**src/rtl/pet_pkg.sv**
```systemverilog
package pet_pkg;

   localparam int TAP_BUTTONS = 6;

   // Bit positions of the tracked buttons (masks 0x10, 0x40, 0x80, 0x20, 0x400, 0x800)
   localparam logic [3:0] TAP_BIT [TAP_BUTTONS] = '{4'd4, 4'd6, 4'd7, 4'd5, 4'd10, 4'd11};
   localparam logic [15:0] TAP_MASK_ALL = 16'h0CF0;

   localparam logic [7:0] KIND_ABSENT      = 8'hFF;
   localparam logic [7:0] TAP_WINDOW_RESET = 8'd6;

   typedef enum logic [1:0] {
      TAP_IDLE  = 2'd0,
      TAP_ARMED = 2'd1,
      TAP_PULSE = 2'd2
   } tap_phase_type;

   typedef struct packed {
      logic        pad_absent;
      logic [7:0]  pad_id;
      logic [15:0] raw_buttons;
      logic [31:0] analog_word;
   } req_word_type;

   typedef struct packed {
      logic [7:0]  pad_kind;
      logic [15:0] held;
      logic [15:0] held_before;
      logic [15:0] pressed;
      logic [15:0] released;
      logic [15:0] double_tap;
      logic [31:0] analog_out;
   } rsp_word_type;

endpackage

```
**src/rtl/pad_edge_and_double_tap.sv**
```systemverilog
// Gamepad poll front end: edge detection and double-tap detection.
//
// Request channel (req_valid / req_stall / req_word): one poll word per frame.
// A word is taken at a rising edge with req_valid high and req_stall low.
// Response channel (rsp_valid / rsp_stall / rsp_word): one result word per poll,
// in poll order, showing the pad state after that poll has been applied.
// Configuration (csr_wr_en / csr_wr_data): sets tap_window, the number of armed
// frames counted before a pending first tap expires (window is tap_window + 1).
//
// A result word is registered into the output stage when its poll is taken.
// Throughput: one word per cycle while rsp_stall is low. All per-poll work is a
// single pass of small logic from the state registers into the result register;
// the six tap machines run side by side. A two-entry output stage (result register
// plus skid register) lets a poll be taken while the previous result still waits.
// req_stall comes from a register and reset only, so it never depends on rsp_stall.
//
// Reset (synchronous, active high): clear all pad state, idle the tap machines,
// load tap_window with 6, empty the output stage and hold req_stall high.
// When the receiver stalls, the held result stays steady on rsp_word; one more
// poll is taken into the skid register, then req_stall rises until it drains.
module pad_edge_and_double_tap (
   input  logic                 clock,
   input  logic                 reset,
   input  logic                 req_valid,
   output logic                 req_stall,
   input  pet_pkg::req_word_type req_word,
   output logic                 rsp_valid,
   input  logic                 rsp_stall,
   output pet_pkg::rsp_word_type rsp_word,
   input  logic                 csr_wr_en,
   input  logic [7:0]           csr_wr_data
);
   import pet_pkg::*;

   // pad state
   logic [7:0]    window_ff;
   logic [7:0]    kind_ff,     kind_in;
   logic [15:0]   held_ff,     held_in;
   logic [15:0]   prev_in;
   logic [15:0]   pressed_ff,  pressed_in;
   logic [15:0]   released_ff, released_in;
   logic [15:0]   latch_ff,    latch_in;
   logic [31:0]   analog_in;
   tap_phase_type phase_ff [TAP_BUTTONS];
   tap_phase_type phase_in [TAP_BUTTONS];
   logic [7:0]    count_ff [TAP_BUTTONS];
   logic [7:0]    count_in [TAP_BUTTONS];
   logic [TAP_BUTTONS-1:0] press_hit;
   logic [TAP_BUTTONS-1:0] expire;

   // output stage
   logic          out_valid_ff;
   rsp_word_type  out_ff;
   logic          skid_valid_ff;
   rsp_word_type  skid_ff;
   rsp_word_type  result;

   logic          accept;
   logic          pop;

   // Stall while the skid register is occupied, and throughout reset.
   assign req_stall = skid_valid_ff | reset;
   assign accept    = req_valid & ~req_stall;
   assign pop       = out_valid_ff & ~rsp_stall;

   assign rsp_valid = out_valid_ff;
   assign rsp_word  = out_ff;

   // Edge words. An absent pad clears the live words but keeps released.
   always_comb begin
      if (req_word.pad_absent) begin
         kind_in     = KIND_ABSENT;
         held_in     = '0;
         prev_in     = '0;
         pressed_in  = '0;
         released_in = released_ff;
         analog_in   = '0;
      end else begin
         kind_in     = {4'd0, req_word.pad_id[7:4]};
         held_in     = ~req_word.raw_buttons;
         prev_in     = held_ff;
         pressed_in  = held_in & ~held_ff;
         released_in = held_ff & ~held_in;
         analog_in   = req_word.analog_word;
      end
   end

   // A fresh press counts only when the button's pulse is not showing.
   always_comb begin
      for (int k = 0; k < TAP_BUTTONS; k++) begin
         press_hit[k] = ~latch_ff[TAP_BIT[k]] & pressed_in[TAP_BIT[k]];
         expire[k]    = count_ff[k] >= window_ff;
      end
   end

   // Tap machines: next phase.
   always_comb begin
      for (int k = 0; k < TAP_BUTTONS; k++) begin
         phase_in[k] = phase_ff[k];
         if (!req_word.pad_absent) begin
            if (press_hit[k]) begin
               phase_in[k] = (phase_ff[k] == TAP_IDLE) ? TAP_ARMED : TAP_PULSE;
            end else begin
               unique case (phase_ff[k])
                  TAP_IDLE: begin
                     phase_in[k] = TAP_IDLE;
                  end
                  TAP_PULSE: begin
                     phase_in[k] = TAP_IDLE;
                  end
                  default: begin
                     if (expire[k]) phase_in[k] = TAP_IDLE;
                  end
               endcase
            end
         end
      end
   end

   // Tap machines: window count and pulse bits.
   always_comb begin
      latch_in = latch_ff;
      for (int k = 0; k < TAP_BUTTONS; k++) begin
         count_in[k] = count_ff[k];
         if (!req_word.pad_absent) begin
            if (press_hit[k]) begin
               count_in[k] = '0;
               if (phase_ff[k] != TAP_IDLE) latch_in[TAP_BIT[k]] = 1'b1;
            end else begin
               unique case (phase_ff[k])
                  TAP_IDLE: begin
                     count_in[k] = count_ff[k];
                  end
                  TAP_PULSE: begin
                     latch_in[TAP_BIT[k]] = 1'b0;
                  end
                  default: begin
                     count_in[k] = count_ff[k] + 8'd1;
                     if (expire[k]) latch_in[TAP_BIT[k]] = 1'b0;
                  end
               endcase
            end
         end
      end
   end

   always_comb begin
      result.pad_kind    = kind_in;
      result.held        = held_in;
      result.held_before = prev_in;
      result.pressed     = pressed_in;
      result.released    = released_in;
      result.double_tap  = latch_in;
      result.analog_out  = analog_in;
   end

   // Advance pad state on each accepted word; a CSR write loads the window.
   always_ff @(posedge clock) begin
      if (reset) begin
         window_ff   <= TAP_WINDOW_RESET;
         kind_ff     <= '0;
         held_ff     <= '0;
         pressed_ff  <= '0;
         released_ff <= '0;
         latch_ff    <= '0;
         for (int k = 0; k < TAP_BUTTONS; k++) begin
            phase_ff[k] <= TAP_IDLE;
            count_ff[k] <= '0;
         end
      end else begin
         if (csr_wr_en) window_ff <= csr_wr_data;
         if (accept) begin
            kind_ff     <= kind_in;
            held_ff     <= held_in;
            pressed_ff  <= pressed_in;
            released_ff <= released_in;
            latch_ff    <= latch_in;
            for (int k = 0; k < TAP_BUTTONS; k++) begin
               phase_ff[k] <= phase_in[k];
               count_ff[k] <= count_in[k];
            end
         end
      end
   end

   // Output stage: result register with a skid register behind it.
   always_ff @(posedge clock) begin
      if (reset) begin
         out_valid_ff  <= 1'b0;
         skid_valid_ff <= 1'b0;
      end else if (skid_valid_ff) begin
         if (pop) begin
            out_valid_ff  <= 1'b1;
            skid_valid_ff <= 1'b0;
         end
      end else if (accept) begin
         if (!out_valid_ff || pop) begin
            out_valid_ff <= 1'b1;
         end else begin
            skid_valid_ff <= 1'b1;
         end
      end else if (pop) begin
         out_valid_ff <= 1'b0;
      end
   end

   always_ff @(posedge clock) begin
      if (skid_valid_ff) begin
         if (pop) out_ff <= skid_ff;
      end else if (accept) begin
         if (!out_valid_ff || pop) begin
            out_ff <= result;
         end else begin
            skid_ff <= result;
         end
      end
   end

`ifndef SYNTHESIS
   // The skid register only fills behind a waiting result.
   assert property (@(posedge clock) disable iff (reset)
      skid_valid_ff |-> out_valid_ff)
      else $error("skid register holds a word with the result register empty");

   // Double-tap pulses appear only on tracked buttons.
   assert property (@(posedge clock) disable iff (reset)
      out_valid_ff |-> ((out_ff.double_tap & ~TAP_MASK_ALL) == 16'd0))
      else $error("double-tap bit outside the tracked buttons");

   // A button cannot be pressed and released in the same frame.
   assert property (@(posedge clock) disable iff (reset)
      (pressed_ff & released_ff) == 16'd0)
      else $error("pressed and released overlap");

   // An absent pad reports the absent kind.
   assert property (@(posedge clock) disable iff (reset)
      (accept && req_word.pad_absent) |=> (kind_ff == KIND_ABSENT))
      else $error("absent pad did not report the absent kind");

   // A double-tap pulse lasts one present frame only.
   assert property (@(posedge clock) disable iff (reset)
      (accept && !req_word.pad_absent) |=> ((latch_ff & $past(latch_ff)) == 16'd0))
      else $error("double-tap pulse held past one frame");
`endif

endmodule

```
**config.mk**
```make
export PLATFORM = sky130hd
export DESIGN_NAME = pad_edge_and_double_tap
export DESIGN_NICKNAME = d
export VERILOG_FILES = /design/src/rtl/pet_pkg.sv /design/src/rtl/pad_edge_and_double_tap.sv
export SDC_FILE = /design/constraint.sdc
export NUM_CORES = 1
export LEC_CHECK = 0
export ABC_AREA = 0
export BUFFER_PORTS_ARGS = -buffer_cell sky130_fd_sc_hd__buf_2
export CAP_MARGIN = 20
export CORE_MARGIN = 5
export CORE_UTILIZATION = 30
export CTS_BUF_LIST = sky130_fd_sc_hd__clkbuf_2 sky130_fd_sc_hd__clkbuf_4 sky130_fd_sc_hd__clkbuf_8
export CTS_CLUSTER_SIZE = 28
export DETAILED_ROUTE_END_ITERATION = 10
export PLACE_DENSITY = 0.52
export SLEW_MARGIN = 20
export SYNTH_ARGS = -nofsm -noshare
export SYNTH_HDL_FRONTEND = slang
export SYNTH_SLANG_ARGS = --single-unit
```
**constraint.sdc**
```tcl
create_clock -name clock -period 7.2 [get_ports clock]
set_input_delay 0.72 -clock clock [delete_from_list [all_inputs] [get_ports clock]]
set_output_delay 0.72 -clock clock [all_outputs]
set_load 0.01 [all_outputs]
```
==> impl_metrics.env, run 1 <==
export IMPL_place_hpwl_microns=21400
export IMPL_htree_num_levels=2
export IMPL_stdcell_area_sq_um=17000
export IMPL_core_area_sq_um=47400
export IMPL_cp_end_kind="flop"
export IMPL_synth_flop_cell="edfxtp_1"
export IMPL_fmax_ghz=0.291
export IMPL_max_cap_violations=0
export IMPL_overflow=0
export IMPL_synth_compound_area_share=0.0575
export IMPL_clk_latency_ns=0.63
export IMPL_dpl_instance_area_sq_um=15800
export IMPL_drv_slew=0
export IMPL_avgViaCountPerCell=4.70
export IMPL_postCtsSetupRepairBufs=0
export IMPL_finalSetupViolCount=0
export IMPL_wl_per_cell_microns=17.7
export IMPL_crit_fanout=57
export IMPL_timing_critical_path_required_ns=7.45
export IMPL_die_height_microns=229
export IMPL_synth_commonest_cells="274 x edfxtp_1, 142 x nor2_1, 94 x mux2_2"
export IMPL_hold_buffers=0
export IMPL_period_share=0.477
export IMPL_ios=192
export IMPL_critPathLaunchType="flop"
export IMPL_cts_resized_gates=0
export IMPL_io_buffers=177
export IMPL_power_density_nw_per_um2=254
export IMPL_finClkSkew_ns=0.0375
export IMPL_tns_ns=0
export IMPL_hold_class="primary input to flop"
export IMPL_relSlewSlack=0.379
export IMPL_critPathKind="flop to flop"
export IMPL_synth_warnings=0
export IMPL_drc=0
export IMPL_place_congestion=0.755
export IMPL_cts_tree="done"
export IMPL_netlist_area_sq_um=14300
export IMPL_cts_buffer_depth=3
export IMPL_status="finished clean"
export IMPL_synthMuxAreaShare=0.0781
export IMPL_startpoint="skid_valid_ff$_SDFF_PP0_"
export IMPL_finalHoldViolations=0
export IMPL_r2r_start="skid_valid_ff$_SDFF_PP0_"
export IMPL_grt_usage=0.127
export IMPL_rsz0062_at_grt="false"
export IMPL_synth_top_area_frac=0.574
export IMPL_root_buffer="clkbuf_8"
export IMPL_ys_types=48
export IMPL_cts_sinks=322
export IMPL_wirelength_microns=34200
export IMPL_grt_pass1_vias=9054
export IMPL_rows=80
export IMPL_cts_buffers=55
export IMPL_peakVddDrop_uv=118
export IMPL_start_util=0.302
export IMPL_ys_ff_latch=322
export IMPL_synth_adder_area_share=0.0472
export IMPL_finalNetCount=1400
export IMPL_drt_pass1_iterations=4
export IMPL_total_power_mw=4.32
export IMPL_vias=9109
export IMPL_async_reset_ff_frac=0
export IMPL_cp_endpoint="skid_ff[56]$_DFFE_PP_"
export IMPL_yosysMostFrequentCell="edfxtp_1"
export IMPL_total_leakage_power_nw=6.62
export IMPL_reg2reg_setup_slack_ns=3.76
export IMPL_synth_top_family_by_area="simple AND/OR/NAND/NOR gates"
export IMPL_synth_cells=1078
export IMPL_grt_start_max_net_pins=80
export IMPL_path_clk_slew_ns=0.06
export IMPL_synth_edff_count=274
export IMPL_layout_drive_gt1_share=0.306
export IMPL_die_area_sq_um=52200
export IMPL_synthSimpleGateAreaFrac=0.125
export IMPL_synth_top_area_cell="edfxtp_1"
export IMPL_ys_top_cells_by_area="edfxtp_1 57%, mux2_2 7.4%, dfxtp_1 6.7%"
export IMPL_drt_initial_drc_count=412
export IMPL_dp_cells=1834
export IMPL_crit_arrival_ns=3.69
export IMPL_period_needed_ns=3.44
export IMPL_timing_rr_end="skid_ff[56]$_DFFE_PP_"
export IMPL_grt_first_pass_wirelength_microns=52800
export IMPL_ant_nets=0
export IMPL_fp_dieW_microns=229
export IMPL_syn_to_final_growth_pct=18.5
export IMPL_antenna_found_initial=1
export IMPL_finalNonFillerCells=1938
export IMPL_postSynthAreaPerCell_sq_um=13.3
export IMPL_synth_xor_area_frac=0.0220
export IMPL_ys_seq_area_frac=0.642
export IMPL_worst_pin_slew_ns=0.931
export IMPL_reg2reg_depth=5
## per-layer routing
metal | vias up | global-route usage | wire length [microns]
li1 | 4368 | - | -
met1 | 4458 | 0.169 | 15600
met2 | 216 | 0.203 | 15800
met5 | - | 0 | 0
met4 | 0 | 0.0446 | 970
met3 | 67 | 0.0307 | 1850
## per-stage QoR
| step | utilization | hold WS (ns) | setup slack [ns] |
|---|---|---|---|
| 6_report | 0.358 | 0.314 | 3.76 |
| 4_1_cts | 0.358 | 0.262 | 3.64 |
| 2_1_floorplan | - | 0.441 | 0.0773 |
| 3_5_place_dp | 0.334 | 0.458 | 3.29 |
| 5_1_grt | 0.358 | 0.295 | 3.57 |
| 3_3_place_gp | 0.334 | 0.453 | 3.28 |
## how the worst min path moves through the flow
stage | start | to | slack, ns | cells after the start
6_report | csr_wr_data[2] | window_ff[2]$_SDFFE_PP1P_ | 0.31 | 3
5_1_grt | csr_wr_data[2] | window_ff[2]$_SDFFE_PP1P_ | 0.29 | 3
4_1_cts | csr_wr_data[2] | window_ff[2]$_SDFFE_PP1P_ | 0.26 | 3
3_5_place_dp | held_ff[11]$_SDFFE_PP0P_ | held_ff[11]$_SDFFE_PP0P_ | 0.46 | 2
3_3_place_gp | held_ff[11]$_SDFFE_PP0P_ | held_ff[11]$_SDFFE_PP0P_ | 0.45 | 2
2_1_floorplan | held_ff[11]$_SDFFE_PP0P_ | held_ff[11]$_SDFFE_PP0P_ | 0.44 | 2
## sequential cells by signal (all words and copies together) (netlist names), 6 cells and up
name	count
held_ff	16
window_ff	8
rsp_word	107
skid_ff	107
released_ff	16
latch_ff	6
phase_ff	12
count_ff	48
## worst max-delay path: stages (launching register included)
cell and delay, ns:
dfxtp_2 0.31, buf_4 0.30, nand2b_2 0.30, nor2_2 0.50, and3_4 0.87, buf_4 0.73
## cells by family (layout without fill, tap and decap cells)
family,count (synthesis),count (layout)
AO/OA/AOI/OAI,119,119
adder cells (fa/ha/maj),54,54
flip-flops,322,322
XOR/XNOR,36,36
multiplexers,100,100
AND/OR/NAND/NOR,360,360
buffers and inverters,86,321
other,1,11
## power by group
group	internal [mW]	leakage, nW	switching [mW]
Sequential	2.14	3.04	0.0591
Combinational	0.172	2.97	0.261
Clock	0.929	0.606	0.758
Total	3.24	6.62	1.08
## layout make-up
cell class | count | area (sq um)
fill | 4683 | 30500
clock buffer | 81 | 996
multi-input combinational | 679 | 4790
clock inverter | 22 | 150
sequential | 322 | 9190
antenna | 1 | 2.50
timing repair buffer | 187 | 963
tap | 615 | 769
inverter | 31 | 118
## layout by cell type (no fill, tap or decap), types with 7 or more instances in the layout
master    synthesis  final
or3_1             9      9
nand3_1          33     33
inv_1            30     29
clkbuf_4          0     19
mux2_2           94     94
clkinv_1          1     12
xnor2_1           7      7
o21ai_0          13     13
nor2_1          142    142
a21oi_1          38     37
clkinv_2          0      7
or3_4             7      7
buf_4            13     11
nand2_1          24     24
buf_2            17    176
nor2b_1          56     55
dfxtp_1          48     47
edfxtp_1        274    274
clkbuf_8          0     62
nor3_1           43     43
a31oi_1          14     14
conb_1            1     10
ha_1             54     54
and3_1           18     17
xor2_1           29     29
a22o_1           16     16
(Power assumes the default switching activity.)
==> run 2: changes to the inputs <==
--- a/config.mk
+++ b/config.mk
@@ -13,7 +13,7 @@
 export CTS_BUF_LIST = sky130_fd_sc_hd__clkbuf_2 sky130_fd_sc_hd__clkbuf_4 sky130_fd_sc_hd__clkbuf_8
 export CTS_CLUSTER_SIZE = 28
 export DETAILED_ROUTE_END_ITERATION = 10
-export PLACE_DENSITY = 0.52
+export PLACE_DENSITY = 0.5
 export SLEW_MARGIN = 20
 export SYNTH_ARGS = -nofsm -noshare
 export SYNTH_HDL_FRONTEND = slang
==> constraint.sdc (replaced) <==
create_clock -name clock -period 3.3 [get_ports clock]
set_input_delay 0.33 -clock clock [delete_from_list [all_inputs] [get_ports clock]]
set_output_delay 0.33 -clock clock [all_outputs]
set_load 0.01 [all_outputs]
==> run 2 against run 1 <==
Compared with the run above: register-to-register slack worse by 2.9 ns; non-clock buffer count increased by 53; critical path type unchanged; sequential share of layout area decreased by 2.0 points; largest cell class unchanged; critical endpoint is now rsp_word[37]$_DFFE_PP_; largest power group unchanged; sequential cell count did not move; hold slack lost 0.26 ns.
==> impl_metrics.env, run 2 (synthesis results as in run 1) <==
export IMPL_clk_latency_ns=0.64
export IMPL_drt_pass1_iterations=4
export IMPL_avgViaCountPerCell=4.64
export IMPL_status="finished clean"
export IMPL_cts_buffers=55
export IMPL_layout_commonest_cell="edfxtp_1"
export IMPL_total_leakage_power_nw=6.92
export IMPL_power_switching_mw=2.40
export IMPL_finClkSkew_ns=0.0333
export IMPL_p_sw_frac=0.246
export IMPL_fin_util=0.372
export IMPL_startpoint="window_ff[0]$_SDFFE_PP0P_"
export IMPL_start_util=0.302
export IMPL_htree_num_levels=2
export IMPL_wirelength_microns=35400
export IMPL_cp_slowest_stage_delay_ns=0.61
export IMPL_pre_cts_ws_ns=0.830
export IMPL_place_congestion=0.725
export IMPL_final_cell_mix="274 x edfxtp_1, 176 x buf_2, 142 x nor2_1"
export IMPL_total_power_mw=9.75
export IMPL_timing_critical_path_required_ns=3.76
export IMPL_drt_initial_drc_count=511
export IMPL_place_hpwl_microns=22800
export IMPL_fmax_ghz=0.417
export IMPL_root_buffer="clkbuf_8"
export IMPL_grt_pass1_vias=9285
export IMPL_period_share=0.726
export IMPL_max_cap_violations=0
export IMPL_finalNonFillerCells=1990
export IMPL_grt_usage=0.132
export IMPL_fp_dieW_microns=229
export IMPL_ios=192
export IMPL_grt_start_max_net_pins=54
export IMPL_cts_tree="done"
export IMPL_period_needed_ns=2.40
export IMPL_relSlewSlack=0.521
export IMPL_layout_drive_gt1_share=0.306
export IMPL_worst_path_max_delay_cell="a2111oi_0"
export IMPL_reg2reg_setup_slack_ns=0.90
export IMPL_critPathTopFamily="compound AO/OA/AOI/OAI gates"
export IMPL_drc=0
export IMPL_tns_ns=0
export IMPL_path_clk_slew_ns=0.06
export IMPL_finalNetCount=1453
export IMPL_worst_path_stages=6
export IMPL_timing_rr_end="rsp_word[37]$_DFFE_PP_"
export IMPL_crit_arrival_ns=2.86
export IMPL_cp_end_kind="flop"
export IMPL_worst_pin_slew_ns=0.716
export IMPL_antenna_found_initial=1
export IMPL_critPathKind="flop to flop"
export IMPL_overflow=0
export IMPL_vias=9239
export IMPL_p_clk_frac=0.405
export IMPL_core_area_sq_um=47400
export IMPL_crit_fanout=7
export IMPL_syn_to_final_growth_pct=23.1
export IMPL_die_area_sq_um=52200
export IMPL_rows=80
export IMPL_path_cells="ha_1 -> nand2b_1 -> a2111oi_0 -> o21a_1 -> o31ai_1 -> a31oi_1"
export IMPL_finalHoldViolations=0
export IMPL_io_buffers=177
export IMPL_hold_class="primary input to flop"
export IMPL_rsz0062_at_grt="false"
export IMPL_r2r_start="window_ff[0]$_SDFFE_PP0P_"
export IMPL_finalSetupViolCount=0
export IMPL_cts_sinks=322
export IMPL_die_height_microns=229
export IMPL_peakVddDrop_uv=251
export IMPL_setup_ws_ns=0.904
export IMPL_combPwrFrac=0.104
export IMPL_p_seq_frac=0.491
export IMPL_power_density_nw_per_um2=553
export IMPL_cts_buffer_depth=3
export IMPL_dp_cells=1844
export IMPL_path_buf_inv=0
export IMPL_critPathLaunchType="flop"
export IMPL_internal_power_mw=7.35
export IMPL_reg2reg_depth=6
export IMPL_grt_first_pass_wirelength_microns=54700
export IMPL_cp_endpoint="rsp_word[37]$_DFFE_PP_"
export IMPL_drv_slew=0
export IMPL_ant_nets=0
export IMPL_wl_per_cell_microns=17.8
[run 2: routing by layer]
metal  vias up  track usage  wire, microns
met5         -            0             13
met4         2       0.0459           1040
met3        71       0.0350           1860
met2       210        0.201          15800
met1      4490        0.182          16700
li1       4466            -              -
[run 2: worst min-delay path by stage]
stage                             startpoint                        to  slack [ns]  cells past startpoint
floorplan                       req_word[56]    skid_ff[118]$_DFFE_PP_        0.43                      0
global placement    held_ff[11]$_SDFFE_PP0P_  held_ff[11]$_SDFFE_PP0P_        0.45                      2
detailed placement   held_ff[7]$_SDFFE_PP0P_   held_ff[7]$_SDFFE_PP0P_        0.46                      2
CTS                              req_word[4]      skid_ff[4]$_DFFE_PP_      0.0008                      2
global route                    req_word[47]    skid_ff[111]$_DFFE_PP_        0.02                      2
finish                          req_word[21]     skid_ff[21]$_DFFE_PP_        0.06                      2
[run 2: stage by stage]
stage               instance area [sq um]  hold WS (ns)
floorplan                           14400         0.429
global placement                    16000         0.452
detailed placement                  16000         0.461
CTS                                 17600      0.000839
global route                        17600        0.0247
finish                              17600        0.0592
[run 2: final cells by class]
class                           count  area (sq um)
Clock buffer                       89          1060
Sequential cell                   322          9190
Clock inverter                     13           155
Antenna cell                        1          2.50
Timing Repair Buffer              240          1560
Tap cell                          615           769
Inverter                           31           118
Multi-Input combinational cell    679          4790
Fill cell                        4636         29800
[run 2: power groups by stage]
stage / sequential, mW / clock (mW) / combinational, mW
4_1_cts: 4.79 / 4.11 / 1.03
6_report: 4.79 / 3.95 / 1.01
2_1_floorplan: 4.88 / 0 / 0.595
3_3_place_gp: 4.87 / 0 / 0.969
3_5_place_dp: 4.87 / 0 / 0.984
5_1_grt: 4.81 / 4.27 / 1.13
[run 2: what timing repair did]
| item | in CTS | in global routing |
|---|---|---|
| hold endpoints to repair | 51 | 0 |
| gates resized for setup | 0 | 0 |
| hold buffers | 43 | 0 |
| setup buffers | 0 | 0 |
==> run 3: changes to the inputs <==
==> constraint.sdc (replaced) <==
create_clock -name clock -period 2.48 [get_ports clock]
set_input_delay 0.248 -clock clock [delete_from_list [all_inputs] [get_ports clock]]
set_output_delay 0.248 -clock clock [all_outputs]
set_load 0.01 [all_outputs]
==> run 3 against run 2 <==
Compared with the run above: cell count grew 3.0%; via count grew 2.8%; combinational power grew 43%; setup slack lost 0.67 ns; critical path type unchanged; highest routed layer is now met4.
==> impl_metrics.env, run 3 (synthesis results as in run 1) <==
export IMPL_status="finished clean"
export IMPL_avgViaCountPerCell=4.63
export IMPL_place_congestion=0.792
export IMPL_die_area_sq_um=52200
export IMPL_postCtsSetupRepairBufs=0
export IMPL_cp_slowest_stage_delay_ns=0.43
export IMPL_fillers=4587
export IMPL_place_hpwl_microns=23400
export IMPL_drt_initial_drc_count=651
export IMPL_finClkSkew_ns=0.0415
export IMPL_dpl_instance_area_sq_um=16200
export IMPL_grt_usage=0.135
export IMPL_cts_buffers=57
export IMPL_final_cell_mix="274 x edfxtp_1, 176 x buf_2, 142 x nor2_1"
export IMPL_io_buffers=177
export IMPL_max_cap_violations=0
export IMPL_stdcell_area_sq_um=18200
export IMPL_finalHoldViolations=0
export IMPL_wirelength_microns=36400
export IMPL_rows=80
export IMPL_period_needed_ns=2.25
export IMPL_critPathLaunchType="flop"
export IMPL_rsz0062_at_grt="false"
export IMPL_crit_fanout=5
export IMPL_grt_start_max_net_pins=66
export IMPL_vias=9496
export IMPL_timing_critical_path_required_ns=2.92
export IMPL_die_height_microns=229
export IMPL_critPathKind="flop to flop"
export IMPL_layout_drive_gt1_share=0.305
export IMPL_worst_path_max_delay_cell="o311ai_1"
export IMPL_period_share=0.907
export IMPL_drt_pass1_iterations=5
export IMPL_core_area_sq_um=47400
export IMPL_cts_buffer_depth=3
export IMPL_total_leakage_power_nw=7.18
export IMPL_relSlewSlack=0.503
export IMPL_root_buffer="clkbuf_8"
export IMPL_ios=192
export IMPL_drc=0
export IMPL_antenna_found_initial=1
export IMPL_path_cells="inv_1 -> ha_1 -> nor2b_1 -> o211a_1 -> o311ai_1 -> a21oi_1 -> a41oi_1"
export IMPL_total_power_mw=13.1
export IMPL_power_density_nw_per_um2=720
export IMPL_fmax_ghz=0.445
export IMPL_wl_per_cell_microns=17.7
export IMPL_start_util=0.302
export IMPL_cts_resized_gates=0
export IMPL_layout_commonest_cell="edfxtp_1"
export IMPL_hold_buffers=76
export IMPL_cts_tree="done"
export IMPL_htree_num_levels=2
export IMPL_fp_dieW_microns=229
export IMPL_cp_end_kind="flop"
export IMPL_multi_input_area_sq_um=4800
export IMPL_path_clk_slew_ns=0.06
export IMPL_grt_first_pass_wirelength_microns=56000
export IMPL_syn_to_final_growth_pct=27.1
export IMPL_cts_sinks=322
export IMPL_worst_pin_slew_ns=0.745
export IMPL_drv_slew=0
export IMPL_peakVddDrop_uv=319
export IMPL_overflow=0
export IMPL_crit_arrival_ns=2.69
export IMPL_finalSetupViolCount=0
export IMPL_regArea_sq_um=9190
export IMPL_grt_pass1_vias=9554
export IMPL_hold_class="primary input to flop"
export IMPL_finalNetCount=1509
export IMPL_ant_nets=0
export IMPL_clk_latency_ns=0.65
[run 3: cell count changes in the layout (fill, tap and decap cells not counted), moves of 3 or more]
cell / previous run / this run
buf_12: 7 / 10
clkbuf_8: 62 / 65
clkbuf_4: 27 / 20
buf_4: 14 / 32
clkinv_1: 5 / 15
dlygate4sd3_1: 43 / 76
[run 3: critical path, delay by kind of cell, from the launching register on]
family	cells	cell delay [ns]
flip-flops	1	0.30
AND/OR/NAND/NOR	1	0.14
adder cells (fa/ha/maj)	1	0.30
buffers and inverters	1	0.26
AO/OA/AOI/OAI	4	1.07
[run 3: cell type report]
cell class	instances	share of cell area
antenna	1	0.000137
multi-input combinational	679	0.264
timing repair buffer	294	0.114
clock inverter	23	0.0107
sequential	322	0.505
clock buffer	85	0.0574
inverter	31	0.00646
tap	615	0.0423
[run 3: worst paths after layout]
path	from	endpoint	slack, ns	cells after the start
worst max-delay path	window_ff[1]$_SDFFE_PP1P_	rsp_word[43]$_DFFE_PP_	0.23	7
worst min-delay path	req_word[56]	skid_ff[101]$_DFFE_PP_	0.1	2
worst max register to register	window_ff[1]$_SDFFE_PP1P_	rsp_word[43]$_DFFE_PP_	0.23	7
worst min register to register	held_ff[11]$_SDFFE_PP0P_	held_ff[11]$_SDFFE_PP0P_	0.47	2
[run 3: metrics by stage]
step | setup TNS [ns] | hold slack, ns | utilization | std cells | setup slack [ns]
after global placement | 0 | 0.453 | 0.341 | 1865 | 0.289
after CTS | 0 | 0.0207 | 0.384 | 2049 | 0.257
after floorplan | -77.61 | 0.347 | - | 1087 | -0.573
final | 0 | 0.0979 | 0.384 | 2050 | 0.232
after detailed placement | 0 | 0.463 | 0.341 | 1865 | 0.268
after global routing | 0 | 0.0739 | 0.384 | 2050 | 0.101
[run 3: power breakdown]
group,switching [mW],internal (mW)
Combinational,0.798,0.641
Sequential,0.171,6.20
Clock,2.29,3.02
Total,3.26,9.86
[run 3: metal layers]
| layer | vias up | track usage | share of wire |
|---|---|---|---|
| met5 | - | 0 | 0 |
| met4 | 0 | 0.0560 | 0.032 |
| met3 | 78 | 0.0302 | 0.048 |
| met2 | 230 | 0.208 | 0.45 |
| met1 | 4590 | 0.185 | 0.47 |
| li1 | 4598 | - | - |
